`config.mk`:
```
export PLATFORM = sky130hd
export DESIGN_NAME = ps2_host_bit_engine
export DESIGN_NICKNAME = d
export VERILOG_FILES = /design/src/rtl/ps2hb_pkg.sv /design/src/rtl/ps2_host_bit_engine.sv /design/src/rtl/ps2hb_input_stage.sv /design/src/rtl/ps2hb_core.sv
export SDC_FILE = /design/constraint.sdc
export NUM_CORES = 1
export LEC_CHECK = 0
export BUFFER_PORTS_ARGS = -buffer_cell sky130_fd_sc_hd__buf_4
export CAP_MARGIN = 25
export CELL_PAD_IN_SITES_DETAIL_PLACEMENT = 2
export CELL_PAD_IN_SITES_GLOBAL_PLACEMENT = 2
export CORE_MARGIN = 2
export CORE_UTILIZATION = 35
export CTS_BUF_LIST = sky130_fd_sc_hd__clkbuf_8 sky130_fd_sc_hd__clkbuf_16
export DETAILED_ROUTE_END_ITERATION = 6
export GPL_TIMING_DRIVEN = 1
export HOLD_SLACK_MARGIN = 0.03
export PLACE_DENSITY_LB_ADDON = 0.1
export SLEW_MARGIN = 15
export SYNTH_ARGS = -nofsm -noshare
export SYNTH_HDL_FRONTEND = slang
export SYNTH_SLANG_ARGS = --single-unit
```
`constraint.sdc`:
```
create_clock -name clk -period 6.7 [get_ports clk]
set_input_delay 1.34 -clock clk [delete_from_list [all_inputs] [get_ports clk]]
set_output_delay 1.34 -clock clk [all_outputs]
set_load 0.1 [all_outputs]
```
`src/rtl/ps2hb_pkg.sv`:
```
// Shared types and constants for the PS/2 host bit engine.
package ps2hb_pkg;

  localparam int unsigned CmdW      = 2;
  localparam int unsigned FrameW    = 16;
  localparam int unsigned CountW    = 4;
  localparam int unsigned TimeoutW  = 8;
  localparam int unsigned InDataW   = 24;
  localparam int unsigned OutDataW  = 32;

  localparam logic [CountW-1:0]   FRAME_EDGES      = 4'd12;
  localparam logic [CountW-1:0]   FIRST_SEND_COUNT = 4'd11;
  localparam logic [CountW-1:0]   LAST_COUNT       = 4'd1;
  localparam logic [CountW-1:0]   IDLE_COUNT       = 4'd0;
  localparam logic [TimeoutW-1:0] TIMEOUT_RESET    = 8'd20;

  typedef enum logic [CmdW-1:0] {
    CMD_EDGE       = 2'd0,
    CMD_TICK       = 2'd1,
    CMD_START_RECV = 2'd2,
    CMD_START_SEND = 2'd3
  } cmd_t;

  typedef struct packed {
    logic [CmdW-1:0]   command;
    logic              data_pin;
    logic [FrameW-1:0] send_frame;
  } item_t;

  typedef struct packed {
    logic              sending;
    logic              timed_out;
    logic [FrameW-1:0] received_word;
    logic [CountW-1:0] edges_left;
    logic              data_output_enable;
    logic              data_drive;
    logic              clock_hold_low;
  } result_t;

endpackage

```
`src/rtl/ps2_host_bit_engine.sv`:
```
// Top level of the PS/2 host bit engine: input stage, state update and result register.
//
//   Channel | Direction | Contents
//   in_     | slave     | one event request: edge, tick, start receive, start send
//   out_    | master    | channel status after the event
//   cfg_    | write     | timeout reload value
//
// One request is accepted per cycle while out_ is not stalled; a request passes the input
// register and then the state update, which loads its result into the result register to be offered.
// Reset is synchronous and active low; it clears the channel state and sets the reload to 20.
// A stalled result holds the result register, and the input register then holds one more
// request before in_tready falls.
module ps2_host_bit_engine (
  input  logic        clk,
  input  logic        rst_n,
  input  logic        in_tvalid,
  output logic        in_tready,
  input  logic [23:0] in_tdata,   // data_pin [0], send_frame [16:1], zero [23:17]
  input  logic [1:0]  in_tuser,   // command [1:0]
  output logic        out_tvalid,
  input  logic        out_tready,
  output logic [31:0] out_tdata,  // clock_hold_low [0], data_drive [1], data_output_enable [2],
                                  // edges_left [6:3], received_word [22:7], timed_out [23],
                                  // sending [24], zero [31:25]
  input  logic        cfg_we,
  input  logic [7:0]  cfg_wdata
);
  import ps2hb_pkg::*;

  logic    item_valid;
  logic    item_ready;
  item_t   item;
  result_t res;

  ps2hb_input_stage u_input (
    .clk           (clk),
    .rst_n         (rst_n),
    .in_tvalid     (in_tvalid),
    .in_tready     (in_tready),
    .in_command    (in_tuser),
    .in_data_pin   (in_tdata[0]),
    .in_send_frame (in_tdata[16:1]),
    .item_valid    (item_valid),
    .item          (item),
    .item_ready    (item_ready)
  );

  ps2hb_core u_core (
    .clk        (clk),
    .rst_n      (rst_n),
    .cfg_we     (cfg_we),
    .cfg_wdata  (cfg_wdata),
    .item_valid (item_valid),
    .item       (item),
    .item_ready (item_ready),
    .res_valid  (out_tvalid),
    .res        (res),
    .res_ready  (out_tready)
  );

  assign out_tdata = {7'd0, res};

`ifndef SYNTHESIS
  a_count_range: assert property (@(posedge clk) disable iff (!rst_n)
    out_tvalid |-> (res.edges_left <= FRAME_EDGES))
    else $error("edges_left exceeds a full frame");

  a_drive_in_send: assert property (@(posedge clk) disable iff (!rst_n)
    (out_tvalid && res.data_output_enable) |-> res.sending)
    else $error("data driver enabled outside send mode");

  a_timeout_busy: assert property (@(posedge clk) disable iff (!rst_n)
    (out_tvalid && res.timed_out) |-> (res.edges_left != IDLE_COUNT))
    else $error("timeout reported while idle");

  a_ready_follows: assert property (@(posedge clk) disable iff (!rst_n)
    (!out_tvalid) |-> item_ready)
    else $error("core stalled with an empty result register");
`endif

endmodule

```
`src/rtl/ps2hb_input_stage.sv`:
```
// Input register stage that captures one request from the input stream.
module ps2hb_input_stage (
  input  logic                         clk,
  input  logic                         rst_n,
  input  logic                         in_tvalid,
  output logic                         in_tready,
  input  logic [ps2hb_pkg::CmdW-1:0]   in_command,
  input  logic                         in_data_pin,
  input  logic [ps2hb_pkg::FrameW-1:0] in_send_frame,
  output logic                         item_valid,
  output ps2hb_pkg::item_t             item,
  input  logic                         item_ready
);
  import ps2hb_pkg::*;

  logic  valid_r;
  logic  valid_nxt;
  item_t item_r;

  assign in_tready  = !valid_r || item_ready;
  assign item_valid = valid_r;
  assign item       = item_r;

  always_comb begin
    valid_nxt = valid_r;
    if (in_tready) begin
      valid_nxt = in_tvalid;
    end
  end

  always_ff @(posedge clk) begin
    if (!rst_n) begin
      valid_r <= 1'b0;
    end else begin
      valid_r <= valid_nxt;
    end
  end

  always_ff @(posedge clk) begin
    if (in_tready && in_tvalid) begin
      item_r.command    <= in_command;
      item_r.data_pin   <= in_data_pin;
      item_r.send_frame <= in_send_frame;
    end
  end

endmodule

```
`src/rtl/ps2hb_core.sv`:
```
// Channel state update and result register of the PS/2 host bit engine.
module ps2hb_core (
  input  logic                           clk,
  input  logic                           rst_n,
  input  logic                           cfg_we,
  input  logic [ps2hb_pkg::TimeoutW-1:0] cfg_wdata,
  input  logic                           item_valid,
  input  ps2hb_pkg::item_t               item,
  output logic                           item_ready,
  output logic                           res_valid,
  output ps2hb_pkg::result_t             res,
  input  logic                           res_ready
);
  import ps2hb_pkg::*;

  logic [TimeoutW-1:0] reload_r;
  logic                send_mode_r, send_mode_nxt;
  logic [CountW-1:0]   count_r, count_nxt;
  logic [FrameW-1:0]   shift_r, shift_nxt;
  logic [TimeoutW-1:0] tleft_r, tleft_nxt;
  logic                held_r, held_nxt;
  logic                level_r, level_nxt;
  logic                enabled_r, enabled_nxt;
  logic                res_valid_r, res_valid_nxt;
  result_t             res_r;
  logic [CountW-1:0]   count_dec;
  logic                take;

  assign item_ready = !res_valid_r || res_ready;
  assign take       = item_valid && item_ready;
  assign res_valid  = res_valid_r;
  assign res        = res_r;
  assign count_dec  = count_r - 1'b1;

  always_comb begin
    send_mode_nxt = send_mode_r;
    count_nxt     = count_r;
    shift_nxt     = shift_r;
    tleft_nxt     = tleft_r;
    held_nxt      = held_r;
    level_nxt     = level_r;
    enabled_nxt   = enabled_r;
    case (cmd_t'(item.command))
      CMD_EDGE: begin
        if (count_r != IDLE_COUNT) begin
          tleft_nxt = reload_r;
          count_nxt = count_dec;
          if (send_mode_r) begin
            if (count_dec != IDLE_COUNT) begin
              level_nxt = shift_r[0];
              shift_nxt = {1'b0, shift_r[FrameW-1:1]};
              if (count_dec == FIRST_SEND_COUNT) begin
                enabled_nxt = 1'b1;
              end else if (count_dec == LAST_COUNT) begin
                enabled_nxt = 1'b0;
              end
            end else begin
              held_nxt = 1'b1;
            end
          end else begin
            shift_nxt = {item.data_pin, shift_r[FrameW-1:1]};
            if (count_dec == LAST_COUNT) begin
              held_nxt  = 1'b1;
              count_nxt = IDLE_COUNT;
            end
          end
        end
      end
      CMD_TICK: begin
        if (count_r != IDLE_COUNT && count_r < FRAME_EDGES) begin
          if (send_mode_r && count_r == FIRST_SEND_COUNT && tleft_r < reload_r) begin
            held_nxt = 1'b0;
          end
          if (tleft_r != '0) begin
            tleft_nxt = tleft_r - 1'b1;
          end
        end
      end
      CMD_START_RECV: begin
        send_mode_nxt = 1'b0;
        count_nxt     = FRAME_EDGES;
        held_nxt      = 1'b0;
        enabled_nxt   = 1'b0;
        level_nxt     = 1'b1;
        tleft_nxt     = reload_r;
      end
      CMD_START_SEND: begin
        send_mode_nxt = 1'b1;
        count_nxt     = FRAME_EDGES;
        shift_nxt     = item.send_frame;
        held_nxt      = 1'b1;
        tleft_nxt     = reload_r;
      end
      default: begin
        count_nxt = count_r;
      end
    endcase
  end

  always_comb begin
    res_valid_nxt = res_valid_r;
    if (item_ready) begin
      res_valid_nxt = item_valid;
    end
  end

  always_ff @(posedge clk) begin
    if (!rst_n) begin
      reload_r    <= TIMEOUT_RESET;
      send_mode_r <= 1'b0;
      count_r     <= IDLE_COUNT;
      shift_r     <= '0;
      tleft_r     <= '0;
      held_r      <= 1'b0;
      level_r     <= 1'b1;
      enabled_r   <= 1'b0;
      res_valid_r <= 1'b0;
    end else begin
      if (cfg_we) begin
        reload_r <= cfg_wdata;
      end
      if (take) begin
        send_mode_r <= send_mode_nxt;
        count_r     <= count_nxt;
        shift_r     <= shift_nxt;
        tleft_r     <= tleft_nxt;
        held_r      <= held_nxt;
        level_r     <= level_nxt;
        enabled_r   <= enabled_nxt;
      end
      res_valid_r <= res_valid_nxt;
    end
  end

  always_ff @(posedge clk) begin
    if (take) begin
      res_r.clock_hold_low     <= held_nxt;
      res_r.data_drive         <= level_nxt;
      res_r.data_output_enable <= enabled_nxt;
      res_r.edges_left         <= count_nxt;
      res_r.received_word      <= shift_nxt;
      res_r.timed_out          <= (count_nxt != IDLE_COUNT) && (tleft_nxt == '0);
      res_r.sending            <= send_mode_nxt;
    end
  end

endmodule
```
==> flow_metrics.tcl, run 1 <==
set metrics [dict create \
    insertion_delay_ps 350 \
    core-area_um2 12100 \
    cap_violations 0 \
    grt-ovfl-total 0 \
    cp_max_fo 4 \
    vias 3469 \
    cts_buffers 9 \
    grt_pass1_vias 3696 \
    clk_pin_slew_ps 60 \
    dr.pass1.iters 4 \
    final_common_cell "buf_4" \
    p_leak_nw 2.03 \
    tritoncts "built" \
    r2r_slack_ps 3660 \
    start_kind "primary input" \
    slew_headroom_pct 48.1 \
    final-setup-viol-count 0 \
    synthCells 423 \
    ir_drop_uv 103 \
    wl_per_cell_um 18.6 \
    io_pins 73 \
    seq_area_frac_synth_pct 49.6 \
    hp-class "register to register" \
    async_flop_share_pct 0 \
    period_minus_slack_ps 3340 \
    cts_resized 0 \
    globalplace.congestion 0.804 \
    h-tree-depth 3 \
    initial_utilization_pct 36.0 \
    cts_setup_buffers 0 \
    cts_root_buffer "clkbuf_16" \
    utilization_pct 42.8 \
    final_cell_mix "63 x buf_4, 44 x edfxtp_1, 42 x dfxtp_1" \
    cts_hold_buf 0 \
    required_ps 5360 \
    synth.ff_latch_count 86 \
    use_met1_pct 24.2 \
    wl_mm 12.0 \
    drt.antenna.violating_nets 0 \
    num_antenna_cells 0 \
    drt_iter0_drc 191 \
    ys.flop_type "edfxtp_1" \
    arrival_ps 2000 \
    grt_usage_pct 19.1 \
    fmax_ghz 0.300 \
    yosysUniqueCellTypes 62 \
    syn_avg_cell_area_um2 10.3 \
    dieArea_um2 13400 \
    die_w_um 116 \
    grt_util_met2_pct 33.1 \
    yosys_warnings 0 \
    dieHeight_um 116 \
    worst_pin_slew_ps 778 \
    rsz0062_at_grt "false" \
    cts.sinks 86 \
    slew_violations 0 \
    io_buffers 58 \
    p_per_area_nw_per_um2 262 \
    area_growth_pct 18.8 \
    outcome "complete, no violations" \
    antenna_found_initial 0 \
    fin_skew_ps 5.28 \
    finalHoldViolCount 0 \
    route.detailed.drc 0 \
    critPathKind "primary input to output port" \
    finalSetupTns_ps 0 \
    grt_max_degree 42 \
    nets 529 \
    dp_hpwl_mm 8.45 \
    grt_busiest_layer "met2" \
    vias_per_cell 5.37 \
    grt_pass1_wl_mm 19.5 \
    use_met3_pct 2.72 \
    cts_buffer_depth 2 \
    drive_gt1_share_pct 18.2 \
    endpoint_kind "output port" \
    synth_area_um2 4360 \
    rows 40 \
    min_period_over_period_pct 49.8 \
    synth-edff-count 44 \
]
critical path, cell delays in order:
cell,delay (ps)
buf_4,110
nor2b_1,200
nand2_1,110
buf_4,240
sequential cells by signal, indices dropped and copies added, names as in the netlist:
register	count
u_core.held_r	1
u_core.reload_r	8
u_core.shift_r	16
u_core.tleft_r	8
u_input.item	19
u_core.count_r	4
u_core.res	25
u_core.level_r	1
u_core.enabled_r	1
u_core.res_valid	1
u_core.send_mode_r	1
u_input.item_valid	1
cell type report:
cell class	instances	area (µm²)
inverter	20	75.1
fill	1301	6930
clock inverter	7	65.1
clock buffer	9	225
timing repair buffer	64	488
tap	168	210
sequential	86	2160
multi-input combinational	292	1960
through the flow:
step,power [mW],hold slack [ps],setup slack [ps],instances,instance area (µm²)
after floorplan,0.805,447,3260,429,4390
after global placement,0.863,470,3190,629,4880
after detailed placement,0.869,488,3110,629,4880
after CTS,1.38,510,3340,645,5170
after global routing,1.42,526,3290,646,5180
final,1.36,504,3360,646,5180
synthesized netlist by cell type (all sizes together) (2+ instances only):
cell type	count	area (µm²)
a211o	2	17.5
a211oi	9	67.6
a21o	3	22.5
a21oi	14	73.8
a221o	28	280
a22oi	3	22.5
a2bb2oi	2	17.5
a31oi	3	18.8
and2	34	213
and3	2	12.5
buf	16	119
clkbuf	15	76.3
dfxtp	42	841
edfxtp	44	1320
ha	17	213
inv	19	71.3
mux2	2	22.5
mux2i	7	70.1
nand2	27	101
nand2b	3	18.8
nand3	9	45.0
nand4	2	12.5
nor2	36	138
nor2b	8	50.1
nor3	10	50.1
nor3b	5	37.5
o2111ai	2	17.5
o211a	2	20.0
o211ai	3	22.5
o21a	2	15.0
o21ai	23	115
o2bb2ai	3	26.3
o311ai	2	17.5
o41ai	2	17.5
or3b	2	17.5
or4	2	18.8
report_power, final:
| group | internal, mW | leakage [nW] | switching [mW] | total (mW) |
|---|---|---|---|---|
| combinational | 0.0762 | 1.13 | 0.176 | 0.253 |
| clock | 0.286 | 0.138 | 0.216 | 0.502 |
| sequential | 0.582 | 0.758 | 0.0232 | 0.605 |
worst paths after layout:
check,from,to,cells past startpoint
max,out_tready,in_tready,4
min,u_core.level_r,u_core.level_r,2
max reg2reg,u_core.count_r[0],u_core.res[23],8
min reg2reg,u_core.level_r,u_core.level_r,2
layer usage:
metal,vias up,wire [µm]
met5,-,0
met4,0,196
met3,12,302
met2,54,6010
met1,1745,5500
li1,1658,-
logic make-up (layout without fill, tap and decap cells):
group                    Yosys count  count (layout)  synth area share (%)
AND/OR/NAND/NOR                  145             145                  17.3
AO/OA/AOI/OAI                    113             113                  19.7
flip-flops                        86              86                  49.6
buffers and inverters             51             100                  6.19
adder cells (fa/ha/maj)           17              17                  4.88
multiplexers                       9               9                  2.12
other                              1               7                0.0860
XOR/XNOR                           1               1                 0.201
(Power assumes the default switching activity.)
==> inputs of run 2 (changes only) <==
--- a/config.mk
+++ b/config.mk
@@ -10,7 +10,7 @@
 export CELL_PAD_IN_SITES_DETAIL_PLACEMENT = 2
 export CELL_PAD_IN_SITES_GLOBAL_PLACEMENT = 2
 export CORE_MARGIN = 2
-export CORE_UTILIZATION = 35
+export CORE_UTILIZATION = 32
 export CTS_BUF_LIST = sky130_fd_sc_hd__clkbuf_8 sky130_fd_sc_hd__clkbuf_16
 export DETAILED_ROUTE_END_ITERATION = 6
 export GPL_TIMING_DRIVEN = 1
==> constraint.sdc (replaced) <==
create_clock -name clk -period 3 [get_ports clk]
set_input_delay 0.6 -clock clk [delete_from_list [all_inputs] [get_ports clk]]
set_output_delay 0.6 -clock clk [all_outputs]
set_load 0.1 [all_outputs]
==> flow_metrics.tcl, run 2 (same netlist as run 1, synthesis figures left out) <==
set metrics [dict create \
    required_ps 3220 \
    clock_power_share_pct 35.8 \
    crit_chain "inv_1, ha_1, or3b_2, nand3_1, mux2_2, a222oi_1, o311ai_1, and4b_1" \
    cts_hold_buf 0 \
    io_buffers 58 \
    cts_buffers 9 \
    grt_max_degree 42 \
    arrival_ps 3050 \
    clk_pin_slew_ps 70 \
    outcome "complete, no violations" \
    slew_headroom_pct 44.5 \
    dr.pass1.iters 4 \
    io_pins 73 \
    route.detailed.drc 0 \
    cts_buffer_depth 2 \
    final_area_um2 5230 \
    timing.hold.ws_ps 419 \
    stdcell_count 662 \
    area_growth_pct 20.0 \
    final_cell_mix "72 x buf_4, 44 x edfxtp_1, 42 x dfxtp_1" \
    regMostFlops "u_core.res" \
    seqPwrFrac_pct 44.8 \
    grt_usage_pct 18.2 \
    cp_max_fo 7 \
    cell_internal_pwr_mw 2.05 \
    fill_cells 1444 \
    fin_skew_ps 9.06 \
    tritoncts "built" \
    cts_root_buffer "clkbuf_16" \
    hold_end "u_input.item[5]" \
    r2r_slack_ps 170 \
    reg2reg_depth 8 \
    die_w_um 121 \
    rsz0062_at_grt "false" \
    drive_gt1_share_pct 19.8 \
    p_leak_nw 2.06 \
    switchingPower_uw 957 \
    vias 3481 \
    cp_top_family "simple AND/OR/NAND/NOR gates" \
    period_minus_slack_ps 2830 \
    antenna_found_initial 0 \
    initial_utilization_pct 32.8 \
    dieHeight_um 121 \
    vias_per_cell 5.26 \
    globalplace.congestion 0.790 \
    final_common_cell "buf_4" \
    endpoint_kind "register" \
    timing.rr.start "u_core.count_r[0]" \
    drt_iter0_drc 176 \
    final-setup-viol-count 0 \
    slew_violations 0 \
    fmax_ghz 0.353 \
    insertion_delay_ps 350 \
    rows 42 \
    grt-ovfl-total 0 \
    dp_hpwl_mm 8.75 \
    slowest_stage "or3b_2" \
    wl_mm 12.4 \
    largest_reg_flops 25 \
    h-tree-depth 3 \
    dp_cells 646 \
    ir_drop_uv 268 \
    crit_buf_inv 1 \
    dpl_cell_area_um2 4950 \
    grt_pass1_wl_mm 20.6 \
    critPathKind "register to register" \
    dieArea_um2 14600 \
    wl_per_cell_um 18.8 \
    whs_path_depth 1 \
    hp-class "primary input to register" \
    sw_frac_of_total_pct 31.9 \
    cp.depth 8 \
    finalSetupTns_ps 0 \
    nets 537 \
    finalHoldViolCount 0 \
    num_antenna_cells 0 \
    r2r-end "u_core.res[23]" \
    drt.antenna.violating_nets 0 \
    cap_violations 0 \
    slowest_delay_ps 520 \
    start_kind "register" \
    grt_pass1_vias 3822 \
    worst_pin_slew_ps 831 \
    cts.sinks 86 \
    min_period_over_period_pct 94.3 \
    core-area_um2 13300 \
    hold_path.startpoint "in_tdata[6]" \
    p_per_area_nw_per_um2 574 \
    power_frac_comb_pct 19.5 \
]
## run 2: cell count changes in the layout (fill, tap and decap cells not counted), sizes merged
cell	delta
buf	+8
clkinv	+2
bufinv	-1
clkinvlp	-1
## run 2: worst max-delay path by stage
stage / startpoint / end / slack, ps
CTS: u_core.count_r[0] / u_core.res[23] / 110
global route: u_core.count_r[0] / u_core.res[23] / 10
floorplan: u_core.res_valid / u_input.item[0] / 230
finish: u_core.count_r[0] / u_core.res[23] / 170
detailed placement: u_core.count_r[0] / u_core.res[23] / 150
global placement: u_core.count_r[0] / u_core.res[23] / 330
## run 2: worst reg2reg max path: stages (launching register included)
cell and delay [ps]:
dfxtp_1 320, inv_1 100, ha_1 290, or3b_2 520, nand3_1 190, mux2_2 360
a222oi_1 440, o311ai_1 200, and4b_1 290
## run 2: stage by stage
| stage | worst slack, ps | power (mW) | utilization [%] |
|---|---|---|---|
| floorplan | 230 | 1.80 | - |
| global placement | 331 | 1.94 | 37.2 |
| detailed placement | 153 | 1.96 | 37.2 |
| CTS | 108 | 3.04 | 39.4 |
| global route | 9.95 | 3.13 | 39.4 |
| finish | 171 | 3.01 | 39.4 |
## run 2: layer usage
metal,routed length [µm],global-route usage [%],up-vias
li1,-,-,1667
met1,5800,23.3,1740
met2,6080,31.0,60
met3,404,3.82,14
met4,159,5.45,0
met5,0,0,-
## run 2: layout make-up
cell class	instances	area (µm²)	area share [%]
sequential	86	2160	41.3
multi-input combinational	292	1950	37.3
timing repair buffer	72	541	10.3
clock buffer	9	225	4.30
tap	176	220	4.21
inverter	20	75.1	1.43
clock inverter	7	57.6	1.10
## run 2: power groups by stage
stage / Combinational, mW / Clock, mW / Sequential (mW)
final: 0.585 / 1.07 / 1.35
after global routing: 0.634 / 1.15 / 1.35
after CTS: 0.591 / 1.10 / 1.35
after detailed placement: 0.587 / 0 / 1.37
after global placement: 0.573 / 0 / 1.37
after floorplan: 0.308 / 0 / 1.49
## run 2: timing repair
action,in CTS,in global routing
buffers inserted,0,0
gates resized for setup,0,0
endpoints found under the setup margin,0,1
==> inputs of run 3 (changes only) <==
--- a/config.mk
+++ b/config.mk
@@ -5,13 +5,15 @@
 export SDC_FILE = /design/constraint.sdc
 export NUM_CORES = 1
 export LEC_CHECK = 0
+export ABC_AREA = 1
 export BUFFER_PORTS_ARGS = -buffer_cell sky130_fd_sc_hd__buf_4
 export CAP_MARGIN = 25
 export CELL_PAD_IN_SITES_DETAIL_PLACEMENT = 2
 export CELL_PAD_IN_SITES_GLOBAL_PLACEMENT = 2
 export CORE_MARGIN = 2
-export CORE_UTILIZATION = 32
+export CORE_UTILIZATION = 30
 export CTS_BUF_LIST = sky130_fd_sc_hd__clkbuf_8 sky130_fd_sc_hd__clkbuf_16
+export CTS_CLUSTER_SIZE = 40
 export DETAILED_ROUTE_END_ITERATION = 6
 export GPL_TIMING_DRIVEN = 1
 export HOLD_SLACK_MARGIN = 0.03
==> flow_metrics.tcl, run 3 <==
set metrics [dict create \
    power_frac_comb_pct 28.0 \
    p_per_area_nw_per_um2 594 \
    dieHeight_um 130 \
    drt.antenna.violating_nets 0 \
    drt_iter0_drc 119 \
    cts_buffers 9 \
    yosysMostFrequentCell "nand2_1" \
    yosys.area.top_type "edfxtp_1" \
    num_antenna_cells 0 \
    syn_avg_cell_area_um2 8.00 \
    die_w_um 130 \
    cap_violations 0 \
    globalplace.congestion 0.779 \
    antenna_found_initial 0 \
    clock_power_share_pct 31.0 \
    synth-edff-count 44 \
    min_period_over_period_pct 82.6 \
    initial_utilization_pct 30.4 \
    synth.ff_latch_count 86 \
    yosys_warnings 0 \
    fill_cells 1839 \
    vias_per_cell 4.80 \
    clk_pin_slew_ps 70 \
    arrival_ps 2680 \
    dp_hpwl_mm 10.2 \
    reg2reg_depth 13 \
    fmax_ghz 0.403 \
    required_ps 3200 \
    route.detailed.drc 0 \
    wl_per_cell_um 16.7 \
    r2r_slack_ps 520 \
    cp_max_fo 22 \
    hp-class "primary input to register" \
    insertion_delay_ps 340 \
    whs_path_depth 1 \
    h-tree-depth 3 \
    total_power_mw 3.36 \
    crit_buf_inv 2 \
    ys.flop_type "edfxtp_1" \
    slowest_delay_ps 420 \
    hold_path.startpoint "in_tdata[3]" \
    critPathKind "register to register" \
    cts_resized 0 \
    final-setup-viol-count 0 \
    vias 4164 \
    grt_pass1_wl_mm 23.7 \
    largest_reg_flops 25 \
    rsz0062_at_grt "false" \
    slowest_stage "dfxtp_1" \
    fin_skew_ps 9.41 \
    ir_drop_uv 267 \
    nets 702 \
    final_common_cell "nand2_1" \
    synth_area_um2 4780 \
    io_buffers 58 \
    r2r-end "u_core.res[23]" \
    wl_mm 14.5 \
    cts.sinks 86 \
    endpoint_kind "register" \
    dieArea_um2 17000 \
    p_leak_nw 2.64 \
    grt_pass1_vias 4608 \
    cts_buffer_depth 2 \
    async_flop_share_pct 0 \
    seqPwrFrac_pct 41.1 \
    crit_top_cell "nand2_1" \
    multi_input_area_um2 2140 \
    switchingPower_mw 1.22 \
    slew_headroom_pct 39.2 \
    cell_internal_pwr_mw 2.14 \
    grt-ovfl-total 0 \
    start_kind "register" \
    slew_violations 0 \
    yosysUniqueCellTypes 33 \
    ys_top_cells_by_count "127 x nand2_1, 81 x inv_1, 61 x a21oi_1" \
    timing.hold.ws_ps 427 \
    worst_pin_slew_ps 911 \
    finalHoldViolCount 0 \
    outcome "complete, no violations" \
    core-area_um2 15700 \
    dr.pass1.iters 4 \
    synthTopCellsByArea "edfxtp_1 28%, dfxtp_1 18%, nand2_1 10%, a21oi_1 6.4%, inv_1 6.4%" \
    cts_root_buffer "clkbuf_16" \
    drive_gt1_share_pct 21.5 \
    io_pins 73 \
    regMostFlops "u_core.res" \
    area_growth_pct 18.5 \
    cts_hold_buf 0 \
    period_minus_slack_ps 2480 \
    hold_end "u_input.item[2]" \
    tritoncts "built" \
    grt_usage_pct 18.3 \
    cp_top_family "simple AND/OR/NAND/NOR gates" \
    synth_top_area_share_pct 27.7 \
    crit_chain "inv_1, ha_1, nand2_4, buf_4, nand2_1, nand2_1, o21ai_0, a21o_1, nand2_1, nor2_1, nand2_1, nand3_1, nor2_1" \
    utilization_pct 36.0 \
    final_cell_mix "127 x nand2_1, 82 x inv_1, 65 x buf_4" \
    seq_area_frac_synth_pct 45.2 \
    finalSetupTns_ps 0 \
    timing.rr.start "u_core.count_r[0]" \
    seqCellArea_um2 2160 \
    cts_setup_buffers 0 \
    rows 46 \
    grt_max_degree 43 \
    synthCells 597 \
    sw_frac_of_total_pct 36.3 \
]
==> run 3: changes by cell type after synthesis, moves of 34 or more <==
cell	previous run	this run
a21oi_1	13	61
and2_1	34	0
inv_1	19	81
nand2_1	27	127
nand3_1	9	48
==> run 3: final cells by class <==
class / count / share of cell area, %
clock inverter: 7 / 0.729
tap: 216 / 4.77
multi-input combinational: 400 / 37.9
sequential: 86 / 38.2
clock buffer: 9 / 3.98
timing repair buffer: 66 / 8.97
inverter: 83 / 5.50
==> run 3: worst max path at each step <==
stage / start / slack [ps] / depth (start not counted) / endpoint
2_1_floorplan: u_core.res_valid / 90 / 3 / u_input.item[0]
3_3_place_gp: u_core.count_r[0] / 620 / 13 / u_core.res[23]
3_5_place_dp: u_core.count_r[0] / 510 / 13 / u_core.res[23]
4_1_cts: u_core.count_r[0] / 470 / 13 / u_core.res[23]
5_1_grt: u_core.count_r[0] / 260 / 13 / u_core.res[23]
6_report: u_core.count_r[0] / 520 / 13 / u_core.res[23]
==> run 3: kinds of logic after synthesis <==
logic type | share of synthesized area, %
buf+inv | 10.3
xor+xnor | 0.340
compound gates | 15.1
simple gates | 24.5
fa+ha+maj | 4.45
other cells | 0.0785
flops | 45.2
==> run 3: power by group through the flow <==
stage,Sequential [mW],Clock [mW],Combinational [mW]
CTS,1.38,1.07,0.959
global route,1.39,1.12,1.06
floorplan,1.56,0,0.552
finish,1.38,1.04,0.940
detailed placement,1.41,0,0.953
global placement,1.40,0,0.914
==> run 3: routing by layer <==
metal | part of all wire (%) | routed length (µm) | global-route usage [%]
met3 | 2.5 | 360 | 2.34
met5 | 0 | 0 | 0
met2 | 49 | 7110 | 32.0
met4 | 1.1 | 159 | 5.44
met1 | 47 | 6880 | 23.6
==> run 3: metrics by stage <==
stage	worst slack, ps	instances	cell area (µm²)
global route	264	867	5660
floorplan	88.2	603	4800
detailed placement	507	851	5400
CTS	470	867	5660
finish	522	867	5660
global placement	618	851	5400
==> run 3: worst reg2reg max path, delay by kind of cell, from the launching register on <==
kind,cells,cell delay (ps)
AND/OR/NAND/NOR,8,840
buffers and inverters,2,460
flip-flops,1,420
adder cells (fa/ha/maj),1,340
AO/OA/AOI/OAI,2,290
